[src/hdl/xcr_pkg.sv]
// Shared types and constants for the XMODEM checksum receiver.
`default_nettype none

package xcr_pkg;

    // Line control bytes
    localparam logic [7:0] BYTE_SOH = 8'h01;
    localparam logic [7:0] BYTE_EOT = 8'h04;
    localparam logic [7:0] BYTE_ACK = 8'h06;
    localparam logic [7:0] BYTE_NAK = 8'h15;
    localparam logic [7:0] BYTE_CAN = 8'h18;
    localparam logic [7:0] BYTE_ONES = 8'hFF;

    // Block geometry
    localparam int BLOCK_BYTES = 128;
    localparam int IDX_W = $clog2(BLOCK_BYTES);
    localparam logic [IDX_W-1:0] LAST_IDX = IDX_W'(BLOCK_BYTES - 1);

    // Request codes on the input channel
    localparam logic [1:0] REQ_START = 2'd0;
    localparam logic [1:0] REQ_BYTE = 2'd1;
    localparam logic [1:0] REQ_TIMEOUT = 2'd2;
    localparam logic [1:0] REQ_NONE = 2'd3;

    // Byte classes found by the front end
    localparam logic [1:0] CLS_OTHER = 2'd0;
    localparam logic [1:0] CLS_SOH = 2'd1;
    localparam logic [1:0] CLS_EOT = 2'd2;
    localparam logic [1:0] CLS_CAN = 2'd3;

    // Block verdicts
    localparam logic [1:0] VERDICT_NONE = 2'd0;
    localparam logic [1:0] VERDICT_COMMIT = 2'd1;
    localparam logic [1:0] VERDICT_DISCARD = 2'd2;

    // Session status
    localparam logic [1:0] STATUS_RUNNING = 2'd0;
    localparam logic [1:0] STATUS_EOT = 2'd1;
    localparam logic [1:0] STATUS_CAN = 2'd2;
    localparam logic [1:0] STATUS_RETRIES = 2'd3;

    // Receive phases
    localparam logic [2:0] PH_IDLE = 3'd0;
    localparam logic [2:0] PH_HUNT = 3'd1;
    localparam logic [2:0] PH_NUM = 3'd2;
    localparam logic [2:0] PH_COMP = 3'd3;
    localparam logic [2:0] PH_DATA = 3'd4;
    localparam logic [2:0] PH_SUM = 3'd5;

    // Configuration port
    localparam int APB_ADDR_W = 3;
    localparam int APB_DATA_W = 32;
    localparam logic REG_RETRY_LIMIT = 1'b0;
    localparam logic [3:0] RETRY_LIMIT_RESET = 4'd10;

    // Classified word passed from the front end to the back end
    typedef struct packed {
        logic [1:0] req;
        logic [1:0] cls;
        logic [7:0] data;
    } item_t;

endpackage

`default_nettype wire

[src/hdl/xcr_front.sv]
// Front end: accepts input words and classifies them for the queue.
`default_nettype none

module xcr_front
(
    input  wire logic          in_valid,
    output logic               in_ready,
    input  wire logic [1:0]    req_type,
    input  wire logic [7:0]    rx_byte,
    input  wire logic          queue_full,
    output logic               push,
    output xcr_pkg::item_t     item
);

    logic [1:0] cls;

    always_comb
    begin
        unique if (rx_byte == xcr_pkg::BYTE_SOH)
            cls = xcr_pkg::CLS_SOH;
        else if (rx_byte == xcr_pkg::BYTE_EOT)
            cls = xcr_pkg::CLS_EOT;
        else if (rx_byte == xcr_pkg::BYTE_CAN)
            cls = xcr_pkg::CLS_CAN;
        else
            cls = xcr_pkg::CLS_OTHER;
    end

    assign in_ready = !queue_full;
    assign push = in_valid && !queue_full;
    assign item = '{req: req_type, cls: cls, data: rx_byte};

endmodule

`default_nettype wire

[src/hdl/xcr_queue.sv]
// Short first-in first-out queue of classified words between front and back.
`default_nettype none

module xcr_queue
#(
    parameter int DEPTH = 4
)
(
    input  wire logic              clk,
    input  wire logic              rst_n,
    input  wire logic              push,
    input  wire xcr_pkg::item_t    push_item,
    output logic                   full,
    input  wire logic              pop,
    output logic                   not_empty,
    output xcr_pkg::item_t         head
);

    localparam int PTR_W = (DEPTH > 1) ? $clog2(DEPTH) : 1;
    localparam int CNT_W = $clog2(DEPTH + 1);
    localparam logic [PTR_W-1:0] LAST_PTR = PTR_W'(DEPTH - 1);
    localparam logic [CNT_W-1:0] FULL_CNT = CNT_W'(DEPTH);

    xcr_pkg::item_t    slot_reg [DEPTH];
    logic [PTR_W-1:0]  wr_ptr_reg, wr_ptr_next;
    logic [PTR_W-1:0]  rd_ptr_reg, rd_ptr_next;
    logic [CNT_W-1:0]  count_reg, count_next;

    assign full = (count_reg == FULL_CNT);
    assign not_empty = (count_reg != '0);
    assign head = slot_reg[rd_ptr_reg];

    always_comb
    begin
        wr_ptr_next = wr_ptr_reg;
        rd_ptr_next = rd_ptr_reg;
        count_next = count_reg;
        if (push)
            wr_ptr_next = (wr_ptr_reg == LAST_PTR) ? '0 : wr_ptr_reg + 1'b1;
        if (pop)
            rd_ptr_next = (rd_ptr_reg == LAST_PTR) ? '0 : rd_ptr_reg + 1'b1;
        if (push && !pop)
            count_next = count_reg + 1'b1;
        else if (pop && !push)
            count_next = count_reg - 1'b1;
    end

    always_ff @(posedge clk or negedge rst_n)
    begin
        if (!rst_n)
        begin
            wr_ptr_reg <= '0;
            rd_ptr_reg <= '0;
            count_reg <= '0;
        end
        else
        begin
            wr_ptr_reg <= wr_ptr_next;
            rd_ptr_reg <= rd_ptr_next;
            count_reg <= count_next;
        end
    end

    always_ff @(posedge clk)
    begin
        if (push)
            slot_reg[wr_ptr_reg] <= push_item;
    end

    // A pop from an empty queue would replay a stale word
    a_no_pop_empty: assert property (@(posedge clk) disable iff (!rst_n)
        pop |-> not_empty)
        else $error("queue popped while empty");

    a_no_push_full: assert property (@(posedge clk) disable iff (!rst_n)
        push && !pop |-> !full)
        else $error("queue pushed while full");

    a_count_step: assert property (@(posedge clk) disable iff (!rst_n)
        push && pop |=> $stable(count_reg))
        else $error("queue count moved on simultaneous push and pop");

endmodule

`default_nettype wire

[src/hdl/xcr_back.sv]
// Back end: session state machine, block checks and the output register.
`default_nettype none

module xcr_back
(
    input  wire logic              clk,
    input  wire logic              rst_n,
    input  wire logic [3:0]        retry_limit,
    input  wire logic              item_valid,
    input  wire xcr_pkg::item_t    item,
    output logic                   pop,
    output logic                   out_valid,
    input  wire logic              out_ready,
    output logic                   reply_valid,
    output logic [7:0]             reply_byte,
    output logic                   data_valid,
    output logic [7:0]             data_byte,
    output logic [1:0]             block_verdict,
    output logic [1:0]             session_status,
    output logic [15:0]            blocks_received
);

    localparam int IDX_W = xcr_pkg::IDX_W;

    logic [2:0]        phase_reg, phase_next;
    logic [7:0]        expected_reg, expected_next;
    logic [7:0]        header_reg, header_next;
    logic [IDX_W-1:0]  index_reg, index_next;
    logic [7:0]        sum_reg, sum_next;
    logic [3:0]        retry_reg, retry_next;
    logic [15:0]       committed_reg, committed_next;

    logic              out_valid_reg, out_valid_next;
    logic              reply_valid_reg;
    logic [7:0]        reply_byte_reg;
    logic              data_valid_reg;
    logic [7:0]        data_byte_reg;
    logic [1:0]        verdict_reg;
    logic [1:0]        status_reg;
    logic [15:0]       blocks_reg;

    logic              emit;
    logic              e_reply;
    logic [7:0]        e_reply_byte;
    logic              e_data;
    logic [7:0]        e_data_byte;
    logic [1:0]        e_verdict;
    logic [1:0]        e_status;

    logic [3:0]        retry_inc;
    logic              fail_end;
    logic [2:0]        fail_phase;
    logic [1:0]        fail_status;
    logic              active;

    // Take a word only when the output register is free or being drained
    assign pop = item_valid && (!out_valid_reg || out_ready);

    assign retry_inc = retry_reg + 4'd1;
    assign fail_end = (retry_inc >= retry_limit);
    assign fail_phase = fail_end ? xcr_pkg::PH_IDLE : xcr_pkg::PH_HUNT;
    assign fail_status = fail_end ? xcr_pkg::STATUS_RETRIES : xcr_pkg::STATUS_RUNNING;
    assign active = (phase_reg != xcr_pkg::PH_IDLE) && (phase_reg <= xcr_pkg::PH_SUM);

    always_comb
    begin
        phase_next = phase_reg;
        expected_next = expected_reg;
        header_next = header_reg;
        index_next = index_reg;
        sum_next = sum_reg;
        retry_next = retry_reg;
        committed_next = committed_reg;
        emit = 1'b0;
        e_reply = 1'b0;
        e_reply_byte = 8'd0;
        e_data = 1'b0;
        e_data_byte = 8'd0;
        e_verdict = xcr_pkg::VERDICT_NONE;
        e_status = xcr_pkg::STATUS_RUNNING;

        if (pop)
        begin
            unique case (item.req)
                xcr_pkg::REQ_START:
                begin
                    phase_next = xcr_pkg::PH_HUNT;
                    expected_next = 8'd1;
                    header_next = 8'd0;
                    index_next = '0;
                    sum_next = 8'd0;
                    retry_next = 4'd0;
                    committed_next = 16'd0;
                    emit = 1'b1;
                    e_reply = 1'b1;
                    e_reply_byte = xcr_pkg::BYTE_NAK;
                end
                xcr_pkg::REQ_TIMEOUT:
                begin
                    if (active)
                    begin
                        retry_next = retry_inc;
                        phase_next = fail_phase;
                        emit = 1'b1;
                        e_reply = 1'b1;
                        e_reply_byte = xcr_pkg::BYTE_NAK;
                        e_status = fail_status;
                        if (phase_reg == xcr_pkg::PH_DATA || phase_reg == xcr_pkg::PH_SUM)
                            e_verdict = xcr_pkg::VERDICT_DISCARD;
                    end
                end
                xcr_pkg::REQ_BYTE:
                begin
                    unique case (phase_reg)
                        xcr_pkg::PH_HUNT:
                        begin
                            if (item.cls == xcr_pkg::CLS_SOH)
                                phase_next = xcr_pkg::PH_NUM;
                            else if (item.cls == xcr_pkg::CLS_EOT
                                     || item.cls == xcr_pkg::CLS_CAN)
                            begin
                                phase_next = xcr_pkg::PH_IDLE;
                                emit = 1'b1;
                                e_reply = 1'b1;
                                e_reply_byte = xcr_pkg::BYTE_ACK;
                                e_status = (item.cls == xcr_pkg::CLS_EOT)
                                    ? xcr_pkg::STATUS_EOT : xcr_pkg::STATUS_CAN;
                            end
                        end
                        xcr_pkg::PH_NUM:
                        begin
                            header_next = item.data;
                            phase_next = xcr_pkg::PH_COMP;
                        end
                        xcr_pkg::PH_COMP:
                        begin
                            if ((item.data ^ xcr_pkg::BYTE_ONES) != header_reg)
                            begin
                                retry_next = retry_inc;
                                phase_next = fail_phase;
                                emit = 1'b1;
                                e_reply = 1'b1;
                                e_reply_byte = xcr_pkg::BYTE_NAK;
                                e_status = fail_status;
                            end
                            else
                            begin
                                index_next = '0;
                                sum_next = 8'd0;
                                phase_next = xcr_pkg::PH_DATA;
                            end
                        end
                        xcr_pkg::PH_DATA:
                        begin
                            sum_next = sum_reg + item.data;
                            if (index_reg == xcr_pkg::LAST_IDX)
                            begin
                                index_next = '0;
                                phase_next = xcr_pkg::PH_SUM;
                            end
                            else
                                index_next = index_reg + 1'b1;
                            emit = 1'b1;
                            e_data = 1'b1;
                            e_data_byte = item.data;
                        end
                        xcr_pkg::PH_SUM:
                        begin
                            emit = 1'b1;
                            if (header_reg != expected_reg)
                            begin
                                // Wrong block number: discard silently
                                retry_next = retry_inc;
                                phase_next = fail_phase;
                                e_verdict = xcr_pkg::VERDICT_DISCARD;
                                e_status = fail_status;
                            end
                            else if (sum_reg == item.data)
                            begin
                                expected_next = expected_reg + 8'd1;
                                retry_next = 4'd0;
                                if (committed_reg != 16'hFFFF)
                                    committed_next = committed_reg + 16'd1;
                                phase_next = xcr_pkg::PH_HUNT;
                                e_reply = 1'b1;
                                e_reply_byte = xcr_pkg::BYTE_ACK;
                                e_verdict = xcr_pkg::VERDICT_COMMIT;
                            end
                            else
                            begin
                                retry_next = retry_inc;
                                phase_next = fail_phase;
                                e_reply = 1'b1;
                                e_reply_byte = xcr_pkg::BYTE_NAK;
                                e_verdict = xcr_pkg::VERDICT_DISCARD;
                                e_status = fail_status;
                            end
                        end
                        default:
                        begin
                            // Idle: drop the byte
                        end
                    endcase
                end
                xcr_pkg::REQ_NONE:
                begin
                    // Unused request code: drop
                end
                default:
                begin
                end
            endcase
        end
    end

    always_comb
    begin
        if (pop)
            out_valid_next = emit;
        else if (out_ready)
            out_valid_next = 1'b0;
        else
            out_valid_next = out_valid_reg;
    end

    always_ff @(posedge clk or negedge rst_n)
    begin
        if (!rst_n)
        begin
            phase_reg <= xcr_pkg::PH_IDLE;
            expected_reg <= 8'd1;
            header_reg <= 8'd0;
            index_reg <= '0;
            sum_reg <= 8'd0;
            retry_reg <= 4'd0;
            committed_reg <= 16'd0;
            out_valid_reg <= 1'b0;
        end
        else
        begin
            phase_reg <= phase_next;
            expected_reg <= expected_next;
            header_reg <= header_next;
            index_reg <= index_next;
            sum_reg <= sum_next;
            retry_reg <= retry_next;
            committed_reg <= committed_next;
            out_valid_reg <= out_valid_next;
        end
    end

    always_ff @(posedge clk)
    begin
        if (pop && emit)
        begin
            reply_valid_reg <= e_reply;
            reply_byte_reg <= e_reply_byte;
            data_valid_reg <= e_data;
            data_byte_reg <= e_data_byte;
            verdict_reg <= e_verdict;
            status_reg <= e_status;
            blocks_reg <= committed_next;
        end
    end

    assign out_valid = out_valid_reg;
    assign reply_valid = reply_valid_reg;
    assign reply_byte = reply_byte_reg;
    assign data_valid = data_valid_reg;
    assign data_byte = data_byte_reg;
    assign block_verdict = verdict_reg;
    assign session_status = status_reg;
    assign blocks_received = blocks_reg;

    a_no_overwrite: assert property (@(posedge clk) disable iff (!rst_n)
        !(pop && out_valid_reg && !out_ready))
        else $error("output word overwritten while stalled");

    a_commit_acks: assert property (@(posedge clk) disable iff (!rst_n)
        out_valid_reg && verdict_reg == xcr_pkg::VERDICT_COMMIT
        |-> reply_valid_reg && reply_byte_reg == xcr_pkg::BYTE_ACK)
        else $error("commit without ACK");

    a_data_alone: assert property (@(posedge clk) disable iff (!rst_n)
        out_valid_reg && data_valid_reg
        |-> !reply_valid_reg && verdict_reg == xcr_pkg::VERDICT_NONE
            && status_reg == xcr_pkg::STATUS_RUNNING)
        else $error("data word carries control fields");

    a_count_steps: assert property (@(posedge clk) disable iff (!rst_n)
        pop && item.req != xcr_pkg::REQ_START |=>
            committed_reg == $past(committed_reg)
            || committed_reg == $past(committed_reg) + 16'd1)
        else $error("committed count jumped");

endmodule

`default_nettype wire

[src/hdl/xmodem_checksum_receiver.sv]
// Top level: XMODEM checksum receiver with configuration port.
`default_nettype none

// Channel   Handshake               Payload
// input     in_valid / in_ready     req_type, rx_byte
// output    out_valid / out_ready   reply_valid .. blocks_received
// config    psel/penable/pwrite     paddr, pwdata, prdata (pready tied high)
//
// One word per cycle sustained unless the output stalls; back-end state updates on each pop.
// An accepted word is written to a queue slot, then leaves the queue and enters
// the output register at the same edge; an output stall keeps it in the queue.
// The queue of QUEUE_DEPTH words absorbs output stalls; in_ready drops when full.
// Reset clears the session to idle, expected block 1 and retry limit 10.

module xmodem_checksum_receiver
#(
    parameter int QUEUE_DEPTH = 4
)
(
    input  wire logic                              clk,
    input  wire logic                              rst_n,
    input  wire logic                              in_valid,
    output logic                                   in_ready,
    input  wire logic [1:0]                        req_type,
    input  wire logic [7:0]                        rx_byte,
    output logic                                   out_valid,
    input  wire logic                              out_ready,
    output logic                                   reply_valid,
    output logic [7:0]                             reply_byte,
    output logic                                   data_valid,
    output logic [7:0]                             data_byte,
    output logic [1:0]                             block_verdict,
    output logic [1:0]                             session_status,
    output logic [15:0]                            blocks_received,
    input  wire logic                              psel,
    input  wire logic                              penable,
    input  wire logic                              pwrite,
    input  wire logic [xcr_pkg::APB_ADDR_W-1:0]    paddr,
    input  wire logic [xcr_pkg::APB_DATA_W-1:0]    pwdata,
    output logic [xcr_pkg::APB_DATA_W-1:0]         prdata,
    output logic                                   pready
);

    logic [3:0]        retry_limit_reg, retry_limit_next;
    logic              reg_sel;
    logic              push;
    logic              queue_full;
    logic              queue_not_empty;
    logic              pop;
    xcr_pkg::item_t    push_item;
    xcr_pkg::item_t    head_item;

    assign pready = 1'b1;
    assign reg_sel = (paddr[2] == xcr_pkg::REG_RETRY_LIMIT);

    always_comb
    begin
        retry_limit_next = retry_limit_reg;
        if (psel && penable && pwrite && reg_sel)
            retry_limit_next = pwdata[3:0];
    end

    always_ff @(posedge clk or negedge rst_n)
    begin
        if (!rst_n)
            retry_limit_reg <= xcr_pkg::RETRY_LIMIT_RESET;
        else
            retry_limit_reg <= retry_limit_next;
    end

    assign prdata = reg_sel ? {28'd0, retry_limit_reg} : '0;

    xcr_front u_front
    (
        .in_valid   (in_valid),
        .in_ready   (in_ready),
        .req_type   (req_type),
        .rx_byte    (rx_byte),
        .queue_full (queue_full),
        .push       (push),
        .item       (push_item)
    );

    xcr_queue #(.DEPTH(QUEUE_DEPTH)) u_queue
    (
        .clk       (clk),
        .rst_n     (rst_n),
        .push      (push),
        .push_item (push_item),
        .full      (queue_full),
        .pop       (pop),
        .not_empty (queue_not_empty),
        .head      (head_item)
    );

    xcr_back u_back
    (
        .clk             (clk),
        .rst_n           (rst_n),
        .retry_limit     (retry_limit_reg),
        .item_valid      (queue_not_empty),
        .item            (head_item),
        .pop             (pop),
        .out_valid       (out_valid),
        .out_ready       (out_ready),
        .reply_valid     (reply_valid),
        .reply_byte      (reply_byte),
        .data_valid      (data_valid),
        .data_byte       (data_byte),
        .block_verdict   (block_verdict),
        .session_status  (session_status),
        .blocks_received (blocks_received)
    );

endmodule

`default_nettype wire
[config.mk]
export PLATFORM = sky130hd
export DESIGN_NAME = xmodem_checksum_receiver
export DESIGN_NICKNAME = d
export VERILOG_FILES = /design/src/hdl/xcr_pkg.sv /design/src/hdl/xcr_front.sv /design/src/hdl/xcr_queue.sv /design/src/hdl/xcr_back.sv /design/src/hdl/xmodem_checksum_receiver.sv
export SDC_FILE = /design/constraint.sdc
export NUM_CORES = 1
export LEC_CHECK = 0
export BUFFER_PORTS_ARGS = -buffer_cell sky130_fd_sc_hd__buf_2
export CORE_AREA = 4 4 153 155
export CTS_CLUSTER_SIZE = 40
export DETAILED_ROUTE_END_ITERATION = 10
export DIE_AREA = 0 0 157 159
export PLACE_DENSITY = 0.57
export SLEW_MARGIN = 30
export SYNTH_ARGS = -nofsm -noshare
export SYNTH_HDL_FRONTEND = slang
export SYNTH_HIERARCHICAL = 1
export SYNTH_SLANG_ARGS = --single-unit
[constraint.sdc]
create_clock -name clk -period 3.34 [get_ports clk]
set_input_delay 0.501 -clock clk [delete_from_list [all_inputs] [get_ports clk]]
set_output_delay 0.501 -clock clk [all_outputs]
set_load 0.05 [all_outputs]
==> summary.md, run 1 <==
• WS Path Type: flop to flop
• Final #Nets: 845
• number of max-slew violations in the final report: 0
• run status: finished clean
• cts-stage hold buffer count: 0
• number of placement rows: 54
• maximum VDD drop: 539 uV
• layout-stage area growth over the synthesis result: 18.1%
• Critical Path Start Type: flop
• count of non-filler cells in the finished layout: 1058
• Avg Synthesized Cell Area: 11.6 um^2
• clock latency on the worst-skew pair: 0.43 ns
• Fmax achieved: 0.311 GHz
• biggest area consumer among synthesized cells: edfxtp_1
• Cell Count Post-Placement: 1024
• routability-driven placement congestion ratio: 0.838
• total inserted antenna cells: 0
• I/O pin count: 125
• fraction of the core area covered by cells at the end of the flow: 41.3%
• number of design rule violations left after detail routing: 0
• core region area: 0.0218 mm^2
• count of TritonRoute iterations in the first routing pass: 5
• MaxCap Viol Count: 0
• number of nets still failing antenna checks after routing: 0
• GRT overflow: 0
• proportion of netlist area held by the largest area contributor: 31.5%
• total power after layout: 8.66 mW
• initial core utilization: 35.0%
• path type of the worst min-delay path: primary input to async pin
• distinct cell type count after synthesis: 69
• wire length after detailed routing: 16800 um
• peak fanout along the critical path: 6
• share of layout cells above drive strength 1: 24.4%
• number of clock buffers inserted by TritonCTS: 17
• final routed wire length divided by cell count: 15.8 um
• Crit path arrival time: 3.38 ns
• GRT Resource Usage Total: 13.6%
• Die W: 157 um
• critical path data required time: 3.50 ns
• post-detailed-route via-to-cell ratio: 4.94
• total die area: 0.0250 mm^2
• WL met3: 724 um
• flip-flop count of the largest register, all copies and words added: 48
• post-synthesis instance total: 660
• Setup Total Neg Slack: 0 ns
• vias in the first global route: 5037
• post-route minimum period: 3.22 ns
• dominant synthesized flop cell: edfxtp_1
• CTS clk-pin slew, worst paths: 0.06 ns
• clock tree from TritonCTS: yes
• Starting DRT DRC Count: 293
• PwrDens: 961 mW/mm^2
• leakage dissipation: 3.77 nW
• number of H-tree levels: 4
• clock root cell: clkbuf_16
• sequential cell area fraction in the yosys report: 53.1%
• routed length on met2: 8120 um
• first-pass GRT wire length: 27000 um
• highest routing layer actually used: met4
• Crit. End Element: flop
• total number of yosys warnings: 6
• number of fill cells in the layout: 2089
• count of state elements after synthesis: 146
• largest net degree at the start of global routing: 67
• via total after detailed routing: 5226
• cell area after synthesis: 0.00763 mm^2
• Buffers on Ports: 61
• final worst-path cycle share: 96.3%
• initial antenna violation count: 0
• Post-synth EDFFs: 80
• Setup-failing EPs final: 0
• largest cells by area after synthesis: edfxtp_1 (31%), dfrtp_1 (21%), buf_4 (4.5%), ha_1 (4.3%), nand2_1 (3.1%)
• worst-case hold slack: 0.184 ns
• final hold violation count: 0
• setup clock skew after layout: 0.00632 ns
• clk sink count: 146
• async set-reset flop share out of synthesis: 45.2%
• total half-perimeter wirelength after legalization and detailed placement: 12200 um
• actual transition at the worst max-transition pin: 0.685 ns
• vertical die dimension: 159 um
• worst slew margin relative to its limit: 54.3%
• met1 wire length: 7690 um
• maximum clock path buffer count: 2
## where the power goes
| group | internal [mW] | switching, mW | total (mW) |
|---|---|---|---|
| clock | 1.09 | 0.751 | 1.84 |
| combinational | 1.37 | 2.73 | 4.10 |
| sequential | 2.47 | 0.253 | 2.73 |
| total | 4.93 | 3.73 | 8.66 |
## critical path, stage by stage, from the launching register on
cell and delay (ns):
dfrtp_2 0.45, buf_4 0.14, mux4_1 0.59, ha_1 0.34
nor3_1 0.18, and3_4 0.24, nand3_1 0.12, or4_4 0.58
o211ai_1 0.20, nand3_1 0.11
## repair_timing
item	4_1_cts	5_1_grt
pin swaps	0	2
endpoints found under the hold margin	0	0
resized for setup	1	11
setup buffers	0	2
cloned	0	0
setup endpoints to repair	1	11
## logic make-up after synthesis
group / share of synthesized area [%]
adders and majority gates: 4.79
xor gates and xnor gates: 3.44
buffers and inverters: 7.11
DFF: 53.1
other: 0.147
muxes: 5.29
AOI/OAI and AO/OA: 10.7
and+or+nand+nor: 15.4
## area by class of cell
cell class / instances / area (um^2) / share of cell area, %
sequential: 146 / 4060 / 45.0
tap: 280 / 350 / 3.89
timing repair buffer: 119 / 761 / 8.44
clock buffer: 17 / 425 / 4.72
inverter: 28 / 105 / 1.17
clock inverter: 15 / 141 / 1.57
multi-input combinational: 453 / 3170 / 35.2
## path summary, 6_finish.rpt
kind	endpoint	startpoint	depth (start not counted)	slack (ns)
setup / recovery	u_back/blocks_received[13]$_DFFE_PP_	u_queue/rd_ptr_reg[0]$_DFFE_PN0P_	9	0.12
hold / removal	u_back/retry_reg[3]$_DFFE_PN0P_	rst_n	2	0.18
setup reg to reg	u_back/blocks_received[13]$_DFFE_PP_	u_queue/rd_ptr_reg[0]$_DFFE_PN0P_	9	0.12
hold reg to reg	u_back/index_reg[6]$_DFFE_PN0P_	u_back/index_reg[6]$_DFFE_PN0P_	1	0.49
max in group asynchronous	u_queue/rd_ptr_reg[0]$_DFFE_PN0P_	rst_n	2	2.67
min in group clk	u_queue/slot_reg[2][11]$_DFFE_PP_	req_type[1]	1	0.29
## routing by layer
| metal | global-route usage (%) | vias to the layer above |
|---|---|---|
| met3 | 3.29 | 12 |
| met1 | 18.6 | 2537 |
| li1 | - | 2560 |
| met5 | 0 | - |
| met2 | 21.5 | 117 |
| met4 | 4.26 | 0 |
## Yosys cell counts (11+ instances only)
cell type / count
dfrtp_1: 63
nand3_1: 20
ha_1: 26
and2_1: 15
o21ai_0: 39
o31ai_1: 19
xor2_1: 25
inv_1: 28
nor2_1: 34
nand2_1: 63
nor2b_1: 11
nor3_1: 12
a21oi_1: 16
edfxtp_1: 80
buf_4: 46
clkbuf_1: 11
## per-stage QoR
stage / worst slack (ns) / area (um^2)
floorplan: 0.189 / 7750
global placement: -0.0441 / 8400
detailed placement: -0.0499 / 8400
CTS: 0.0231 / 8970
global route: -0.0634 / 9020
finish: 0.123 / 9020
## placed cells by master, fill, tap and decap left out, drive strengths merged, types with 11 or more instances in the layout
master / netlist / layout
a21oi: 16 / 16
dfrtp: 63 / 63
clkbuf: 11 / 17
and2: 15 / 15
nor2b: 11 / 11
nand3: 20 / 20
nor2: 34 / 34
xor2: 25 / 25
o31ai: 19 / 19
nand2: 63 / 63
mux4: 12 / 12
inv: 28 / 30
ha: 26 / 26
nor3: 12 / 12
edfxtp: 80 / 80
conb: 3 / 33
o21ai: 39 / 39
buf: 52 / 119
Note: power is estimated with default switching activity, not from simulation.
==> run 2: changes to the inputs <==
Settings changed: CTS_BUF_LIST from default to sky130_fd_sc_hd__clkbuf_8, PLACE_DENSITY 0.57 to 0.55.
Clock period 3.34 ns to 3.15 ns, I/O delays scaled along.
==> run 2 against run 1 <==
  * Clock power is 27% lower
  * Sequential power up 5%
  * Critical path type unchanged
  * Critical path depth is 1 higher
==> summary.md, run 2 (synthesized netlist as in run 1, its figures left out) <==
• run status: finished clean, unchanged
• final hold violation count: 0, unchanged
• slowest library cell on the worst path: mux4_2, was mux4_1
• worst-case hold slack: 0.126 ns, was 0.184 ns
• Fmax achieved: 0.333 GHz, was 0.311 GHz
• number of max-slew violations in the final report: 0, unchanged
• critical path data required time: 3.35 ns, was 3.50 ns
• source of the worst register-to-register timing path: u_queue/rd_ptr_reg[0]$_DFFE_PN0P_, unchanged
• Setup Total Neg Slack: 0 ns, unchanged
• final worst-path cycle share: 95.2%, was 96.3%
• number of cells traversed by the worst register-to-register path: 10, was 9
• MaxCap Viol Count: 0, unchanged
• initial core utilization: 35.0%, unchanged
• Crit. End Element: flop, unchanged
• gate family responsible for the most delay along the worst path: simple AND/OR/NAND/NOR gates, unchanged
• path type of the worst min-delay path: primary input to async pin, unchanged
• post-detailed-route via-to-cell ratio: 4.93, was 4.94
• Die W: 157 um, unchanged
• switch share: 44.7%, was 43.1%
• worst slew margin relative to its limit: 54.4%, was 54.3%
• clock tree from TritonCTS: yes, unchanged
• Buffers on Ports: 61, unchanged
• GRT overflow: 0, unchanged
• cell-by-cell trace of the critical path: buf_12 > mux4_2 > ha_4 > nor4_4 > and3_4 > nand4_1 > buf_4 > nor4_2 > o21ai_1 > a211o_1, was buf_4 > mux4_1 > ha_1 > nor3_1 > and3_4 > nand3_1 > or4_4 > o211ai_1 > nand3_1
• layout-stage area growth over the synthesis result: 18.4%, was 18.1%
• count of TritonRoute iterations in the first routing pass: 4, was 5
• total half-perimeter wirelength after legalization and detailed placement: 12100 um, was 12200 um
• stage delay of the slowest cell on the critical path: 0.55 ns, was 0.59 ns
• vias in the first global route: 5147, was 5037
• post-route minimum period: 3.00 ns, was 3.22 ns
• routability-driven placement congestion ratio: 0.820, was 0.838
• clk sink count: 146, unchanged
• Power Internal: 4.91 mW, was 4.93 mW
• peak fanout along the critical path: 5, was 6
• clock root cell: clkbuf_8, was clkbuf_16
• fraction of the core area covered by cells at the end of the flow: 41.4%, was 41.3%
• setup repair after global routing missed its margin: false
• Critical Path Start Type: flop, unchanged
• flip-flop count of the largest register, all copies and words added: 48, unchanged
• number of design rule violations left after detail routing: 0, unchanged
• sw power: 3.97 mW, was 3.73 mW
• CTS clk-pin slew, worst paths: 0.09 ns, was 0.06 ns
• largest net degree at the start of global routing: 67, unchanged
• Starting DRT DRC Count: 209, was 293
• first-pass GRT wire length: 26700 um, was 27000 um
• number of placement rows: 54, unchanged
• core region area: 0.0218 mm^2, unchanged
• leakage dissipation: 3.75 nW, was 3.77 nW
• number of nets still failing antenna checks after routing: 0, unchanged
• actual transition at the worst max-transition pin: 0.683 ns, was 0.685 ns
• end point of the critical path: u_back/blocks_received[15]$_DFFE_PP_, was u_back/blocks_received[13]$_DFFE_PP_
• crit path buf inv count: 2, was 1
• Comb power frac: 52.4%, was 47.3%
• final routed wire length divided by cell count: 15.6 um, was 15.8 um
• clock share of power: 15.3%, was 21.3%
• maximum VDD drop: 406 uV, was 539 uV
• via total after detailed routing: 5297, was 5226
• most frequent standard cell in the layout excluding fill and tap cells: edfxtp_1, unchanged
• wire length after detailed routing: 16700 um, was 16800 um
• PwrDens: 982 mW/mm^2, was 961 mW/mm^2
• WS Path Type: flop to flop, unchanged
• number of clock buffers inserted by TritonCTS: 17, unchanged
• Final #Nets: 861, was 845
• Setup crit start: u_queue/rd_ptr_reg[0]$_DFFE_PN0P_, unchanged
• setup clock skew after layout: 0.0140 ns, was 0.00632 ns
• GRT Resource Usage Total: 13.5%, was 13.6%
• clock latency on the worst-skew pair: 0.46 ns, was 0.43 ns
• share of layout cells above drive strength 1: 28.0%, was 24.4%
• Crit path arrival time: 3.20 ns, was 3.38 ns
• I/O pin count: 125, unchanged
• reg-to-reg critical path endpoint: u_back/blocks_received[15]$_DFFE_PP_, was u_back/blocks_received[13]$_DFFE_PP_
• Setup-failing EPs final: 0, unchanged
• reg-to-reg slack, setup: 0.15 ns, was 0.12 ns
• initial antenna violation count: 0, unchanged
• vertical die dimension: 159 um, unchanged
• maximum clock path buffer count: 2, unchanged
• commonest cells after routing, fill and taps aside: edfxtp_1 (80), buf_4 (70), buf_2 (61), dfrtp_1 (61), nand2_1 (61), was edfxtp_1 (80), nand2_1 (62), buf_2 (61), dfrtp_1 (61), buf_4 (55)
• Flop pwr share: 32.4%, was 31.5%
• total inserted antenna cells: 0, unchanged
• stages on the worst setup path: 10, was 9
• number of H-tree levels: 4, unchanged
• total die area: 0.0250 mm^2, unchanged
-- run 2: worst reg2reg max path: stages (launching register included) --
cell and delay [ns]:
dfrtp_2 0.42, buf_12 0.13, mux4_2 0.55, ha_4 0.26, nor4_4 0.25, and3_4 0.25
nand4_1 0.12, buf_4 0.19, nor4_2 0.22, o21ai_1 0.09, a211o_1 0.27
-- run 2: how the worst min path moves through the flow --
stage,slack [ns],endpoint,startpoint,cells after the start
after detailed placement,0.47,u_queue/count_reg[2]$_DFFE_PN0P_,u_queue/count_reg[2]$_DFFE_PN0P_,1
final,0.13,u_back/phase_reg[1]$_DFFE_PN0P_,rst_n,2
after CTS,0.19,u_queue/slot_reg[0][11]$_DFFE_PP_,req_type[1],1
after global placement,0.47,u_back/sum_reg[5]$_DFFE_PN0P_,u_back/sum_reg[5]$_DFFE_PN0P_,2
after global routing,0.16,u_back/phase_reg[1]$_DFFE_PN0P_,rst_n,2
after floorplan,0.18,retry_limit_reg[0]$_DFFE_PN0P_,rst_n,0
-- run 2: power groups by stage --
stage / Sequential (mW) / Clock, mW / Combinational (mW)
after floorplan: 3.63 / 0 / 2.25
after global placement: 2.93 / 0 / 4.48
after detailed placement: 2.93 / 0 / 4.50
after CTS: 2.89 / 1.40 / 4.59
after global routing: 2.94 / 1.47 / 5.05
final: 2.88 / 1.35 / 4.65
-- run 2: area by class of cell --
cell class | count | area (um^2)
fill | 2100 | 12800
sequential | 146 | 4060
multi-input combinational | 453 | 3270
timing repair buffer | 135 | 902
tap | 280 | 350
clock buffer | 17 | 234
clock inverter | 15 | 121
inverter | 28 | 105
-- run 2: metal layers --
layer | track usage [%] | up-vias | part of all wire [%]
li1 | - | 2586 | -
met1 | 17.7 | 2542 | 46
met2 | 21.9 | 146 | 47
met3 | 2.96 | 23 | 5.0
met4 | 5.05 | 0 | 2.0
met5 | 0 | - | 0
-- run 2: repair_timing --
item,CTS,global route
hold buffers,0,0
pin swaps,3,14
resized for setup,9,22
buffers inserted,3,5
setup endpoints to repair,36,60
-- run 2: per-stage QoR --
stage,power [mW],setup WS (ns),instances,instance area (um^2)
4_1_cts,8.89,0.000637,1070,8920
2_1_floorplan,5.88,0.00836,690,7750
6_report,8.88,0.151,1074,9040
5_1_grt,9.47,0.00211,1074,9040
3_3_place_gp,7.41,-0.223,1035,8500
3_5_place_dp,7.43,-0.256,1035,8500
==> run 3: changes to the inputs <==
Settings changed: SETUP_SLACK_MARGIN from default to 0.3.
==> run 3 against run 2 <==
  * Combinational power rose by 24%
  * Maximum frequency is 2.3% lower
  * Via count increased by 7.6%
  * Critical path depth decreased by 1
  * Clock skew fell by 0.0046 ns
  * Die area unchanged
  * Global-route usage rose by 1.0 points
  * Non-clock buffer count is 37 higher
  * Sequential share of layout area fell by 4.5 points
  * Clock power grew 7%
  * Clock-buffer cell count did not move
  * Critical path type unchanged
  * Largest power group unchanged
  * Highest routed layer unchanged
==> summary.md, run 3 (synthesized netlist as in run 1, its figures left out) <==
• largest net degree at the start of global routing: 42, was 67
• total power after layout: 10.1 mW, was 8.88 mW
• worst slew margin relative to its limit: 53.8%, was 54.4%
• actual transition at the worst max-transition pin: 0.693 ns, was 0.683 ns
• core region area: 0.0218 mm^2, unchanged
• slowest library cell on the worst path: mux4_2, unchanged
• wire length after detailed routing: 18900 um, was 16700 um
• maximum clock path buffer count: 2, unchanged
• final routed wire length divided by cell count: 17.1 um, was 15.6 um
• stages on the worst setup path: 9, was 10
• leakage dissipation: 4.13 nW, was 3.75 nW
• cell-by-cell trace of the critical path: buf_6 > mux4_2 > ha_4 > nor4_4 > and3_4 > nand4_1 > nor3_2 > a41oi_2 > a311oi_2, was buf_12 > mux4_2 > ha_4 > nor4_4 > and3_4 > nand4_1 > buf_4 > nor4_2 > o21ai_1 > a211o_1
• Fmax achieved: 0.326 GHz, was 0.333 GHz
• initial core utilization: 35.0%, unchanged
• number of max-slew violations in the final report: 0, unchanged
• peak fanout along the critical path: 5, unchanged
• total die area: 0.0250 mm^2, unchanged
• clock latency on the worst-skew pair: 0.45 ns, was 0.46 ns
• number of nets still failing antenna checks after routing: 0, unchanged
• via total after detailed routing: 5700, was 5297
• clock root cell: clkbuf_8, unchanged
• count of TritonRoute iterations in the first routing pass: 5, was 4
• GRT Resource Usage Total: 14.5%, was 13.5%
• critical path data required time: 3.41 ns, was 3.35 ns
• number of design rule violations left after detail routing: 0, unchanged
• maximum VDD drop: 460 uV, was 406 uV
• clk sink count: 146, unchanged
• Setup-failing EPs final: 0, unchanged
• number of placement rows: 54, unchanged
• Critical Path Start Type: flop, unchanged
• post-route minimum period: 3.07 ns, was 3.00 ns
• stage delay of the slowest cell on the critical path: 0.57 ns, was 0.55 ns
• PwrDens: 1000 mW/mm^2, was 982 mW/mm^2
• I/O pin count: 125, unchanged
• CTS clk-pin slew, worst paths: 0.09 ns, about the same
• GRT overflow: 0, unchanged
• Crit path arrival time: 3.33 ns, was 3.20 ns
• number of H-tree levels: 4, unchanged
• crit path buf inv count: 1, was 2
• vertical die dimension: 159 um, unchanged
• WS Path Type: flop to flop, unchanged
• post-detailed-route via-to-cell ratio: 5.13, was 4.93
• layout-stage area growth over the synthesis result: 31.5%, was 18.4%
• flip-flop count of the largest register, all copies and words added: 48, unchanged
• vias in the first global route: 5761, was 5147
• Setup Total Neg Slack: 0 ns, unchanged
• most frequent standard cell in the layout excluding fill and tap cells: buf_4, was edfxtp_1
• commonest cells after routing, fill and taps aside: buf_4 (81), edfxtp_1 (80), dfrtp_1 (62), buf_2 (60), nand2_1 (55), was edfxtp_1 (80), buf_4 (70), buf_2 (61), dfrtp_1 (61), nand2_1 (61)
• gate family responsible for the most delay along the worst path: simple AND/OR/NAND/NOR gates, unchanged
• share of layout cells above drive strength 1: 39.1%, was 28.0%
• Crit. End Element: flop, unchanged
• total inserted antenna cells: 0, unchanged
• path type of the worst min-delay path: primary input to async pin, unchanged
• run status: finished clean, unchanged
• routability-driven placement congestion ratio: 0.873, was 0.820
• MaxCap Viol Count: 0, unchanged
• clock tree from TritonCTS: yes, unchanged
• Final #Nets: 898, was 861
• number of clock buffers inserted by TritonCTS: 17, unchanged
• final hold violation count: 0, unchanged
• first-pass GRT wire length: 29100 um, was 26700 um
• setup repair after global routing missed its margin: true, was false
• Die W: 157 um, unchanged
• setup clock skew after layout: 0.00944 ns, was 0.0140 ns
• total half-perimeter wirelength after legalization and detailed placement: 12900 um, was 12100 um
• setup slack after layout: 0.0796 ns, was 0.151 ns
• Starting DRT DRC Count: 213, was 209
• placement-stage worst setup slack: -0.201 ns, was -0.256 ns
• number of fill cells in the layout: 1971, was 2100
• initial antenna violation count: 1, was 0
• final worst-path cycle share: 97.5%, was 95.2%
• Buffers on Ports: 61, unchanged
• number of cells traversed by the worst register-to-register path: 9, was 10
-- run 3: cell types whose count changed in the layout (fill, tap and decap cells not counted), moves of 6 or more --
cell / before / now
o31ai_4: 0 / 7
buf_4: 70 / 81
o31ai_2: 0 / 7
o21ai_0: 37 / 20
o21ai_1: 2 / 10
o31ai_1: 19 / 5
o21ai_2: 0 / 7
buf_6: 1 / 22
nand2_1: 61 / 55
-- run 3: where the power goes --
group	internal [mW]	leakage [nW]	switching, mW
Clock	0.696	0.195	0.747
Sequential	2.61	1.61	0.269
Combinational	2.31	2.32	3.45
Total	5.62	4.13	4.47
-- run 3: area by class of cell --
| cell class | instances | area [um^2] | share of cell area, % |
|---|---|---|---|
| inverter | 28 | 105 | 1.05 |
| clock buffer | 17 | 234 | 2.33 |
| sequential | 146 | 4060 | 40.4 |
| tap | 280 | 350 | 3.49 |
| clock inverter | 15 | 141 | 1.41 |
| multi-input combinational | 453 | 3810 | 38.0 |
| timing repair buffer | 172 | 1340 | 13.3 |
-- run 3: final timing paths --
kind	from	to	slack, ns
max	u_queue/rd_ptr_reg[0]$_DFFE_PN0P_	u_back/blocks_received[14]$_DFFE_PP_	0.08
min reg2reg	u_back/index_reg[6]$_DFFE_PN0P_	u_back/index_reg[6]$_DFFE_PN0P_	0.48
min	rst_n	u_back/phase_reg[0]$_DFFE_PN0P_	0.01
max in group asynchronous	rst_n	u_back/expected_reg[0]$_DFFE_PN1P_	2.42
max reg2reg	u_queue/rd_ptr_reg[0]$_DFFE_PN0P_	u_back/blocks_received[14]$_DFFE_PP_	0.08
min in group clk	req_type[1]	u_queue/slot_reg[0][11]$_DFFE_PP_	0.24
-- run 3: what timing repair did --
item                                   4_1_cts  5_1_grt
endpoints found under the hold margin        0        0
resized for setup                           63       98
buffers inserted                            16       16
hold buffers                                 0        0
setup endpoints to repair                  103      112
gates cloned                                 0        3
pin swaps                                   24       33
-- run 3: through the flow --
stage,cell area (um^2),cells,utilization (%),hold WS [ns]
CTS,9380,1092,43.0,0.0119
global placement,8650,1044,39.6,0.461
floorplan,7820,690,-,0.177
detailed placement,8650,1044,39.6,0.474
finish,10000,1111,46.0,0.0116
global route,10000,1111,46.0,0.0338
-- run 3: layer usage --
metal,GRT usage [%],wire [um]
met1,17.5,7630
met2,25.4,9790
met3,2.94,1010
met4,5.56,510
met5,0,0
-- run 3: worst register-to-register path, cell delays in order, from the launching register on --
cell	delay [ns]
dfrtp_2	0.42
buf_6	0.14
mux4_2	0.57
ha_4	0.28
nor4_4	0.20
and3_4	0.25
nand4_1	0.27
nor3_2	0.32
a41oi_2	0.16
a311oi_2	0.27
